===== config.mk =====
export PLATFORM = sky130hd
export DESIGN_NAME = one_wire_bus_master_unit
export DESIGN_NICKNAME = d
export VERILOG_FILES = /design/src/rtl/owbm_pkg.sv /design/src/rtl/owbm_apb_regs.sv /design/src/rtl/owbm_seq.sv /design/src/rtl/one_wire_bus_master_unit.sv
export SDC_FILE = /design/constraint.sdc
export NUM_CORES = 1
export LEC_CHECK = 0
export BUFFER_PORTS_ARGS = -buffer_cell sky130_fd_sc_hd__buf_2
export CAP_MARGIN = 5
export CELL_PAD_IN_SITES_DETAIL_PLACEMENT = 0
export CELL_PAD_IN_SITES_GLOBAL_PLACEMENT = 2
export CORE_UTILIZATION = 35
export DETAILED_ROUTE_END_ITERATION = 12
export MAX_ROUTING_LAYER = met4
export PLACE_DENSITY_LB_ADDON = 0.1
export SYNTH_ARGS = -nofsm -noshare
export SYNTH_HDL_FRONTEND = slang
export SYNTH_HIERARCHICAL = 1
export SYNTH_SLANG_ARGS = --single-unit

===== constraint.sdc =====
create_clock -name i_clk -period 3.65 [get_ports i_clk]
set_input_delay 0.1825 -clock i_clk [delete_from_list [all_inputs] [get_ports i_clk]]
set_output_delay 0.1825 -clock i_clk [all_outputs]
set_load 0.05 [all_outputs]

===== src/rtl/owbm_pkg.sv =====
// Shared types and constants for the one-wire bus master unit.
// No dependencies; imported by every other file of the block.
package owbm_pkg;

    localparam int APB_AW = 5;
    localparam int APB_DW = 32;
    localparam int TIME_W = 16;

    typedef enum logic [1:0] {
        OP_LOAD   = 2'd0,
        OP_START  = 2'd1,
        OP_EXPIRE = 2'd2,
        OP_NOP    = 2'd3
    } t_opcode;

    typedef enum logic [2:0] {
        REG_RESET_LOW   = 3'd0,
        REG_PRES_WAIT   = 3'd1,
        REG_SHORT_LOW   = 3'd2,
        REG_WR0_LOW     = 3'd3,
        REG_WR1_HIGH    = 3'd4,
        REG_RD_SAMPLE   = 3'd5,
        REG_RD_REST     = 3'd6,
        REG_RECOVERY    = 3'd7
    } t_reg_idx;

    typedef enum logic [3:0] {
        PH_IDLE        = 4'd0,
        PH_RESET       = 4'd1,
        PH_RESET_DONE  = 4'd2,
        PH_DETECT      = 4'd3,
        PH_DETECT_DONE = 4'd4,
        PH_WR_LOW      = 4'd5,
        PH_WR_HIGH1    = 4'd6,
        PH_WR_HIGH0    = 4'd7,
        PH_WR_REC      = 4'd8,
        PH_RD_LOW      = 4'd9,
        PH_RD_HIGH     = 4'd10,
        PH_RD_SAMPLE   = 4'd11,
        PH_RD_REC      = 4'd12
    } t_phase;

    localparam logic [TIME_W-1:0] RST_RESET_LOW = 16'd960;
    localparam logic [TIME_W-1:0] RST_PRES_WAIT = 16'd70;
    localparam logic [TIME_W-1:0] RST_SHORT_LOW = 16'd1;
    localparam logic [TIME_W-1:0] RST_WR0_LOW   = 16'd80;
    localparam logic [TIME_W-1:0] RST_WR1_HIGH  = 16'd49;
    localparam logic [TIME_W-1:0] RST_RD_SAMPLE = 16'd2;
    localparam logic [TIME_W-1:0] RST_RD_REST   = 16'd40;
    localparam logic [TIME_W-1:0] RST_RECOVERY  = 16'd10;
    localparam logic [TIME_W-1:0] START_DELAY   = 16'd1;

    typedef struct packed {
        logic [TIME_W-1:0] reset_low_time;
        logic [TIME_W-1:0] presence_wait_time;
        logic [TIME_W-1:0] short_low_time;
        logic [TIME_W-1:0] write_zero_low_time;
        logic [TIME_W-1:0] write_one_high_time;
        logic [TIME_W-1:0] read_sample_wait;
        logic [TIME_W-1:0] read_rest_time;
        logic [TIME_W-1:0] recovery_time;
    } t_timing;

    typedef struct packed {
        t_opcode     opcode;
        logic [3:0]  byte_index;
        logic [7:0]  byte_value;
        logic [4:0]  write_count;
        logic [4:0]  read_count;
        logic        line_level;
    } t_in_item;

    typedef struct packed {
        logic              drive_level;
        logic              timer_armed;
        logic [TIME_W-1:0] timer_delay;
        logic              done_res;
        logic              no_presence;
        logic              byte_ready;
        logic [3:0]        read_index;
        logic [7:0]        read_value;
    } t_out_item;

endpackage


===== src/rtl/owbm_apb_regs.sv =====
// APB register file holding the eight slot timing values.
// Depends on owbm_pkg for the timing struct, register indexes and reset values.
module owbm_apb_regs import owbm_pkg::*; (
    input  logic              i_clk,
    input  logic              i_rst_n,
    input  logic              psel,
    input  logic              penable,
    input  logic              pwrite,
    input  logic [APB_AW-1:0] paddr,
    input  logic [APB_DW-1:0] pwdata,
    output logic [APB_DW-1:0] prdata,
    output logic              pready,
    output t_timing           o_tim
);

    t_timing  r_tim;
    t_reg_idx reg_idx;
    logic     wr_en;

    assign reg_idx = t_reg_idx'(paddr[4:2]);
    assign pready  = 1'b1;
    assign wr_en   = psel && penable && pwrite && pready;
    assign o_tim   = r_tim;

    always_ff @(posedge i_clk) begin
        if (!i_rst_n) begin
            r_tim.reset_low_time      <= RST_RESET_LOW;
            r_tim.presence_wait_time  <= RST_PRES_WAIT;
            r_tim.short_low_time      <= RST_SHORT_LOW;
            r_tim.write_zero_low_time <= RST_WR0_LOW;
            r_tim.write_one_high_time <= RST_WR1_HIGH;
            r_tim.read_sample_wait    <= RST_RD_SAMPLE;
            r_tim.read_rest_time      <= RST_RD_REST;
            r_tim.recovery_time       <= RST_RECOVERY;
        end else if (wr_en) begin
            case (reg_idx)
                REG_RESET_LOW: r_tim.reset_low_time      <= pwdata[TIME_W-1:0];
                REG_PRES_WAIT: r_tim.presence_wait_time  <= pwdata[TIME_W-1:0];
                REG_SHORT_LOW: r_tim.short_low_time      <= pwdata[TIME_W-1:0];
                REG_WR0_LOW:   r_tim.write_zero_low_time <= pwdata[TIME_W-1:0];
                REG_WR1_HIGH:  r_tim.write_one_high_time <= pwdata[TIME_W-1:0];
                REG_RD_SAMPLE: r_tim.read_sample_wait    <= pwdata[TIME_W-1:0];
                REG_RD_REST:   r_tim.read_rest_time      <= pwdata[TIME_W-1:0];
                REG_RECOVERY:  r_tim.recovery_time       <= pwdata[TIME_W-1:0];
                default: begin
                end
            endcase
        end
    end

    always_comb begin
        prdata = '0;
        case (reg_idx)
            REG_RESET_LOW: prdata[TIME_W-1:0] = r_tim.reset_low_time;
            REG_PRES_WAIT: prdata[TIME_W-1:0] = r_tim.presence_wait_time;
            REG_SHORT_LOW: prdata[TIME_W-1:0] = r_tim.short_low_time;
            REG_WR0_LOW:   prdata[TIME_W-1:0] = r_tim.write_zero_low_time;
            REG_WR1_HIGH:  prdata[TIME_W-1:0] = r_tim.write_one_high_time;
            REG_RD_SAMPLE: prdata[TIME_W-1:0] = r_tim.read_sample_wait;
            REG_RD_REST:   prdata[TIME_W-1:0] = r_tim.read_rest_time;
            REG_RECOVERY:  prdata[TIME_W-1:0] = r_tim.recovery_time;
            default:       prdata = '0;
        endcase
    end

endmodule


===== src/rtl/owbm_seq.sv =====
// Bus phase sequencer: input register, one-step phase logic, write buffer and result register.
// Depends on owbm_pkg for item structs, phase and opcode enums.
module owbm_seq import owbm_pkg::*; #(
    parameter int MAX_BYTES = 16
) (
    input  logic      i_clk,
    input  logic      i_rst_n,
    input  logic      i_in_valid,
    output logic      o_in_ready,
    input  t_in_item  i_in_data,
    output logic      o_out_valid,
    input  logic      i_out_ready,
    output t_out_item o_out_data,
    input  t_timing   i_tim
);

    localparam int CNT_W = $clog2(MAX_BYTES * 8 + 1);
    localparam int NB_W  = $clog2(MAX_BYTES + 1);
    localparam int AD_W  = (MAX_BYTES > 1) ? $clog2(MAX_BYTES) : 1;
    localparam int BY_W  = CNT_W - 3;
    localparam logic [NB_W-1:0] MAX_NB = NB_W'(MAX_BYTES);

    // input stage and result stage
    logic      r_in_valid;
    t_in_item  r_in;
    logic      r_out_valid;
    t_out_item r_out;
    t_out_item n_out;

    // sequencer state
    t_phase          r_phase, n_phase;
    logic [CNT_W-1:0] r_bit_cnt, n_bit_cnt;
    logic [NB_W-1:0]  r_send, n_send;
    logic [NB_W-1:0]  r_recv, n_recv;
    logic [7:0]       r_shift, n_shift;
    logic             r_drive, n_drive;

    // write buffer
    logic [7:0]      r_mem [MAX_BYTES];
    logic [7:0]      r_rd_byte;
    logic            mem_we;
    logic [AD_W-1:0] mem_waddr;
    logic [AD_W-1:0] rd_addr;
    logic [BY_W-1:0] next_byte;

    logic             proc;
    logic             is_idle;
    logic [CNT_W-1:0] bc_inc;
    logic             wr_more;
    logic             rd_more;
    logic             wr_bit;
    logic [TIME_W-1:0] rest_delay;
    logic [NB_W-1:0]  wc_clamp;
    logic [NB_W-1:0]  rc_clamp;

    assign proc       = r_in_valid && (!r_out_valid || i_out_ready);
    assign o_in_ready = !r_in_valid || proc;
    assign o_out_valid = r_out_valid;
    assign o_out_data  = r_out;

    assign is_idle = (r_phase == PH_IDLE);
    assign bc_inc  = r_bit_cnt + CNT_W'(1);
    assign wr_more = (NB_W + 3)'(bc_inc) < {r_send, 3'b000};
    assign rd_more = (NB_W + 3)'(bc_inc) < {r_recv, 3'b000};
    assign wr_bit  = r_rd_byte[r_bit_cnt[2:0]];
    assign rest_delay = (i_tim.reset_low_time > i_tim.presence_wait_time) ?
                        (i_tim.reset_low_time - i_tim.presence_wait_time) : '0;

    // write_count 0 counts as one byte; both counts saturate at the buffer depth
    always_comb begin
        if (32'(r_in.write_count) > MAX_BYTES) begin
            wc_clamp = MAX_NB;
        end else if (r_in.write_count == 5'd0) begin
            wc_clamp = NB_W'(1);
        end else begin
            wc_clamp = NB_W'(r_in.write_count);
        end
        if (32'(r_in.read_count) > MAX_BYTES) begin
            rc_clamp = MAX_NB;
        end else begin
            rc_clamp = NB_W'(r_in.read_count);
        end
    end

    // next state
    always_comb begin
        n_phase   = r_phase;
        n_bit_cnt = r_bit_cnt;
        n_send    = r_send;
        n_recv    = r_recv;
        n_shift   = r_shift;
        n_drive   = r_drive;
        mem_we    = 1'b0;
        mem_waddr = AD_W'(r_in.byte_index);
        if (proc) begin
            case (r_in.opcode)
                OP_LOAD: begin
                    mem_we = is_idle && (32'(r_in.byte_index) < MAX_BYTES);
                end
                OP_START: begin
                    if (is_idle) begin
                        n_send    = wc_clamp;
                        n_recv    = rc_clamp;
                        n_bit_cnt = '0;
                        n_phase   = PH_RESET;
                    end
                end
                OP_EXPIRE: begin
                    case (r_phase)
                        PH_IDLE: begin
                        end
                        PH_RESET: begin
                            n_drive = 1'b0;
                            n_phase = PH_RESET_DONE;
                        end
                        PH_RESET_DONE: begin
                            n_drive = 1'b1;
                            n_phase = PH_DETECT;
                        end
                        PH_DETECT: begin
                            n_phase = r_in.line_level ? PH_IDLE : PH_DETECT_DONE;
                        end
                        PH_DETECT_DONE, PH_WR_LOW: begin
                            if (r_phase == PH_DETECT_DONE) begin
                                n_bit_cnt = '0;
                            end
                            n_drive = 1'b0;
                            n_phase = wr_bit ? PH_WR_HIGH1 : PH_WR_HIGH0;
                        end
                        PH_WR_HIGH1: begin
                            n_drive = 1'b1;
                            n_phase = PH_WR_REC;
                        end
                        PH_WR_HIGH0, PH_WR_REC: begin
                            n_drive = 1'b1;
                            if (wr_more) begin
                                n_bit_cnt = bc_inc;
                                n_phase   = PH_WR_LOW;
                            end else if (r_recv == '0) begin
                                n_bit_cnt = bc_inc;
                                n_phase   = PH_IDLE;
                            end else begin
                                n_bit_cnt = '0;
                                n_phase   = PH_RD_LOW;
                            end
                        end
                        PH_RD_LOW: begin
                            n_drive = 1'b0;
                            n_phase = PH_RD_HIGH;
                        end
                        PH_RD_HIGH: begin
                            n_drive = 1'b1;
                            n_phase = PH_RD_SAMPLE;
                        end
                        PH_RD_SAMPLE: begin
                            n_shift[r_bit_cnt[2:0]] = r_in.line_level;
                            n_phase = PH_RD_REC;
                        end
                        PH_RD_REC: begin
                            n_bit_cnt = bc_inc;
                            n_phase   = rd_more ? PH_RD_LOW : PH_IDLE;
                        end
                        default: n_phase = PH_IDLE;
                    endcase
                end
                default: begin
                end
            endcase
        end
    end

    // result item
    always_comb begin
        n_out             = '0;
        n_out.drive_level = n_drive;
        case (r_in.opcode)
            OP_START: begin
                if (is_idle) begin
                    n_out.timer_armed = 1'b1;
                    n_out.timer_delay = START_DELAY;
                end
            end
            OP_EXPIRE: begin
                n_out.timer_armed = 1'b1;
                case (r_phase)
                    PH_RESET:      n_out.timer_delay = i_tim.reset_low_time;
                    PH_RESET_DONE: n_out.timer_delay = i_tim.presence_wait_time;
                    PH_DETECT: begin
                        if (r_in.line_level) begin
                            n_out.timer_armed = 1'b0;
                            n_out.done_res    = 1'b1;
                            n_out.no_presence = 1'b1;
                        end else begin
                            n_out.timer_delay = rest_delay;
                        end
                    end
                    PH_DETECT_DONE, PH_WR_LOW: begin
                        n_out.timer_delay = wr_bit ? i_tim.short_low_time
                                                   : i_tim.write_zero_low_time;
                    end
                    PH_WR_HIGH1:   n_out.timer_delay = i_tim.write_one_high_time;
                    PH_WR_HIGH0, PH_WR_REC: begin
                        if (wr_more || (r_recv != '0)) begin
                            n_out.timer_delay = i_tim.recovery_time;
                        end else begin
                            n_out.timer_armed = 1'b0;
                            n_out.done_res    = 1'b1;
                        end
                    end
                    PH_RD_LOW:     n_out.timer_delay = i_tim.short_low_time;
                    PH_RD_HIGH:    n_out.timer_delay = i_tim.read_sample_wait;
                    PH_RD_SAMPLE: begin
                        n_out.timer_delay = i_tim.read_rest_time;
                        if (r_bit_cnt[2:0] == 3'd7) begin
                            n_out.byte_ready = 1'b1;
                            n_out.read_index = 4'(r_bit_cnt >> 3);
                            n_out.read_value = n_shift;
                        end
                    end
                    PH_RD_REC: begin
                        if (rd_more) begin
                            n_out.timer_delay = i_tim.recovery_time;
                        end else begin
                            n_out.timer_armed = 1'b0;
                            n_out.done_res    = 1'b1;
                        end
                    end
                    default:       n_out.timer_armed = 1'b0;
                endcase
            end
            default: begin
            end
        endcase
    end

    // prefetch the byte the counter will point at, so a write slot finds it ready
    assign next_byte = n_bit_cnt[CNT_W-1:3];
    assign rd_addr   = (32'(next_byte) < MAX_BYTES) ? AD_W'(next_byte) : '0;

    always_ff @(posedge i_clk) begin
        if (mem_we) begin
            r_mem[mem_waddr] <= r_in.byte_value;
        end
        r_rd_byte <= r_mem[rd_addr];
    end

    always_ff @(posedge i_clk) begin
        if (!i_rst_n) begin
            r_in_valid  <= 1'b0;
            r_out_valid <= 1'b0;
            r_phase     <= PH_IDLE;
            r_bit_cnt   <= '0;
            r_send      <= NB_W'(1);
            r_recv      <= '0;
            r_shift     <= '0;
            r_drive     <= 1'b1;
        end else begin
            if (o_in_ready) begin
                r_in_valid <= i_in_valid;
            end
            if (proc) begin
                r_out_valid <= 1'b1;
            end else if (i_out_ready) begin
                r_out_valid <= 1'b0;
            end
            r_phase   <= n_phase;
            r_bit_cnt <= n_bit_cnt;
            r_send    <= n_send;
            r_recv    <= n_recv;
            r_shift   <= n_shift;
            r_drive   <= n_drive;
        end
    end

    always_ff @(posedge i_clk) begin
        if (o_in_ready && i_in_valid) begin
            r_in <= i_in_data;
        end
        if (proc) begin
            r_out <= n_out;
        end
    end

endmodule


===== src/rtl/one_wire_bus_master_unit.sv =====
// One-wire bus master unit: top level joining the APB timing registers and the sequencer.
// Depends on owbm_pkg, owbm_apb_regs and owbm_seq.
//
// Drives a one-wire bus against an external microsecond timer. Load items fill the
// write buffer, a start item opens a transaction (reset, presence check, LSB-first write
// bytes, then read bytes), and each timer-expiry item, carrying the sampled line, moves
// the bus on by one phase. Every item gives exactly one result: the bus drive, the next
// delay to arm, completion with the no-presence flag, and each received byte. Load and
// start items are ignored while a transaction runs. The unit takes one item per clock
// while its result is not stalled. An accepted item is held in the input register and
// is stepped through the phase logic into the result register; a stalled result holds
// the input side back. The write buffer read is prefetched when the bit counter moves,
// so the byte is ready for the write slot. The slot timings are APB registers at byte
// addresses 0 to 28, and the user must see that they are written only while idle; the
// block itself does not enforce this.
module one_wire_bus_master_unit import owbm_pkg::*; #(
    parameter int MAX_BYTES = 16
) (
    input  logic              i_clk,
    input  logic              i_rst_n,
    input  logic              i_in_valid,
    output logic              o_in_ready,
    input  t_in_item          i_in_data,
    output logic              o_out_valid,
    input  logic              i_out_ready,
    output t_out_item         o_out_data,
    input  logic              psel,
    input  logic              penable,
    input  logic              pwrite,
    input  logic [APB_AW-1:0] paddr,
    input  logic [APB_DW-1:0] pwdata,
    output logic [APB_DW-1:0] prdata,
    output logic              pready
);

    t_timing tim;

    owbm_apb_regs u_regs (
        .i_clk   (i_clk),
        .i_rst_n (i_rst_n),
        .psel    (psel),
        .penable (penable),
        .pwrite  (pwrite),
        .paddr   (paddr),
        .pwdata  (pwdata),
        .prdata  (prdata),
        .pready  (pready),
        .o_tim   (tim)
    );

    owbm_seq #(
        .MAX_BYTES (MAX_BYTES)
    ) u_seq (
        .i_clk       (i_clk),
        .i_rst_n     (i_rst_n),
        .i_in_valid  (i_in_valid),
        .o_in_ready  (o_in_ready),
        .i_in_data   (i_in_data),
        .o_out_valid (o_out_valid),
        .i_out_ready (i_out_ready),
        .o_out_data  (o_out_data),
        .i_tim       (tim)
    );

endmodule


==> results.yml <==
clocking:
  tritoncts: "yes"
  cts_buffer_depth: 3
  cts_root_buffer: "clkbuf_16"
  htreeDepth: 2
  path_clk_slew_ns: 0.06
  cts-buffers-inserted: 43
  clk_latency_ns: 0.59
  cts_num_sinks: 355
grt:
  grtUsageMet3_pct: 4.27
  grt_use_met2_pct: 34.0
  antenna_found_initial: 2
  grt_pass1_vias: 13907
  grtUsageTotal_pct: 24.6
  overflow: 0
  busiest_layer: "met1"
  gr-usage-met1_pct: 36.5
  grt_max_degree: 96
  grt_pass1_wl_um: 90100
critical_path:
  criticalPathCategory: "reg2reg"
  required_ns: 3.95
  start_kind: "flop"
  worstPathMaxFanout: 13
  arrival_ns: 3.79
  end_kind: "flop"
drt:
  routed_wl_um: 61100
  drc_errors: 0
  drt_iter0_drc: 1219
  vias: 14501
  dr.pass1.iters: 5
  wl_per_cell_um: 23.0
  post_drt_via_cell_ratio: 5.47
  ant_nets: 0
synthesis:
  synth_edf_count: 186
  post_synth.cell_area_avg_um2: 9.92
  yosys.area.top_type_share_pct: 31.8
  ys_ff_latch: 355
  syn_area_um2: 17600
  syn_inst: 1774
  synth-main-ff-cell: "edfxtp_1"
  synth_largest_area_cell: "edfxtp_1"
  async_reset_ff_share_pct: 0
  ys_seq_area_share_pct: 51.0
  ys_warn_count: 6
  yosysUniqueCellTypes: 85
  ys_top_cells_by_area: "edfxtp_1, dfxtp_1, nand2_1"
floorplan:
  start_util_pct: 35.7
  ios: 137
  coreArea_um2: 49300
  fp-row-count: 81
  dieArea_um2: 51200
  die_x_um: 226
  die_height_um: 226
cells_and_area:
  final_area_um2: 21400
  drive_above_1_share_pct: 18.2
  nNetsFinal: 2054
  instances_no_fill: 2651
  areaGrowthSynthToFinish_pct: 21.8
  finish.utilization_pct: 43.5
sta:
  finalHoldViolCount: 0
  fmax_mhz: 287
  slew_viol_final: 0
  period_share_pct: 95.5
  final-setup-viol-count: 0
  grt_setup_unrepaired: "true"
  finalClockSkew_ns: 0.0148
  tightest_slew_ns: 1.17
  final.setup.worst_slack_ns: 0.165
  min_period_ns: 3.48
  slew_headroom_pct: 21.7
placement:
  gp_congestion: 0.846
  dp_cells: 2526
  dp_hpwl_um: 40700
  post-place-ws_ns: -0.161
  dpl_cell_area_um2: 19200
  place.port_buffers: 101
power:
  p_per_area_nw_per_um2: 431
  ir_drop_mv: 0.329
  p_total_mw: 9.25
  p_leak_nw: 7.76
status:
  status: "finished clean"
flow_run:
  cap_violations: 0
hold_path:
  hp-class: "in2reg"
power breakdown:
group / internal, mW / switching (mW) / total (mW)
clock: 2.52 / 1.83 / 4.35
sequential: 4.25 / 0.0561 / 4.31
combinational: 0.179 / 0.411 / 0.590
cells in the mapped netlist, drive strengths merged, types with 6 or more instances:
master	count
a21oi	42
nor3b	11
mux2i	67
dfxtp	169
a22o	23
xor2	6
xnor2	13
nand2b	28
o221ai	6
o22ai	8
nor4	6
o2bb2ai	12
o211a	6
or3	8
a221oi	53
o211ai	9
a211oi	10
o21ai	48
clkbuf	66
nand2	344
a31oi	14
edfxtp	186
nor2b	29
buf	74
nand3	34
nor3	28
o21a	7
a21boi	112
mux2	13
inv	59
nor2	104
a21o	9
and2	17
ha	29
a22oi	52
and3	11
cells by family (layout without fill, tap and decap cells):
| kind of cell | Yosys count | count (layout) | share of synthesized area [%] |
|---|---|---|---|
| buf+inv | 199 | 395 | 5.19 |
| compound gates | 448 | 449 | 19.3 |
| flops | 355 | 355 | 51.0 |
| other cells | 2 | 18 | 0.0427 |
| simple gates | 641 | 641 | 16.7 |
| mux | 80 | 80 | 4.69 |
| xor+xnor | 19 | 19 | 0.946 |
| fa+ha+maj | 30 | 30 | 2.18 |
worst paths after layout:
path	startpoint	endpoint	slack [ns]	cells after the start
worst min-delay path	i_rst_n	u_seq/r_drive$_SDFF_PN1_	0.11	2
worst max-delay path	u_regs/o_tim[112]$_SDFFE_PN0P_	u_seq/o_out_data[21]$_DFFE_PP_	0.17	16
worst min register to register	u_regs/o_tim[10]$_SDFFE_PN0P_	u_regs/o_tim[10]$_SDFFE_PN0P_	0.47	2
worst max register to register	u_regs/o_tim[112]$_SDFFE_PN0P_	u_seq/o_out_data[21]$_DFFE_PP_	0.17	16
layer usage:
metal,routed length [um],part of all wire (%),up-vias
li1,-,-,6761
met1,29700,49,7123
met2,25600,42,536
met3,4440,7.3,81
met4,1290,2.1,0
met5,0,0,-
cell usage in the layout (no fill, tap or decap), types with 8 or more instances in the layout:
cell	synthesis	layout
a21boi_0	77	77
clkbuf_16	0	44
a221oi_1	53	48
o2bb2ai_1	12	12
a21boi_1	35	35
o22ai_1	8	8
a22o_1	23	23
a31oi_1	14	14
nand2_1	343	342
conb_1	2	17
dfxtp_1	169	166
a22oi_1	52	52
nor3b_1	11	10
buf_2	48	100
a21oi_1	41	37
edfxtp_1	186	186
nor2_1	103	101
o21ai_0	41	41
mux2i_1	67	64
dlygate4sd3_1	0	44
inv_1	59	58
o211ai_1	9	9
nor2b_1	29	29
and2_1	16	15
nor3_1	25	21
xnor2_1	13	12
and3_1	11	10
ha_1	29	27
nand3_1	33	32
nand2b_1	28	28
buf_4	20	107
mux2_2	9	9
a21o_1	9	9
critical path: stages (launching register included):
cell      delay [ns]
dfxtp_1         0.31
inv_1           0.05
ha_1            0.22
inv_1           0.07
fa_1            0.45
a21o_1          0.20
a21oi_2         0.18
nor2b_1         0.07
o21a_1          0.18
o41ai_1         0.25
buf_4           0.20
o21ai_0         0.08
and2_1          0.19
buf_12          0.16
a221oi_1        0.32
buf_4           0.20
nor2_1          0.05
area by class of cell:
class | instances | area (um^2)
Inverter | 59 | 221
Clock buffer | 48 | 1110
Fill cell | 4803 | 27800
Multi-Input combinational cell | 1236 | 8050
Clock inverter | 28 | 322
Tap cell | 664 | 831
Sequential cell | 355 | 8980
Antenna cell | 1 | 2.50
Timing Repair Buffer | 260 | 1910
state kept, by name (all words and copies together), names as in the netlist:
register           cells
u_seq/r_rd_byte        8
u_seq/r_shift          8
u_regs/o_tim         128
u_seq/r_send           5
u_seq/r_in_valid       1
u_seq/mem_waddr        4
u_seq/r_in            21
u_seq/r_mem          128
u_seq/o_out_data      33
u_seq/o_out_valid      1
u_seq/r_phase          4
u_seq/r_bit_cnt        8
u_seq/r_recv           5
u_seq/r_drive          1
through the flow:
stage                     TNS (ns)  hold WS (ns)
after floorplan                  0         0.256
after global placement      -0.764         0.359
after detailed placement    -0.909         0.361
after CTS                        0         0.110
after global routing       -0.0245         0.147
final                            0         0.111
timing repair:
action                                  in CTS  in global routing
gates cloned                                 1                  1
hold endpoints to repair                   147                  0
pin swaps                                    1                 12
resized for setup                           10                 40
hold buffers                                44                  0
buffers inserted                             0                  2
endpoints found under the setup margin       9                 16
(Power assumes the default switching activity.)
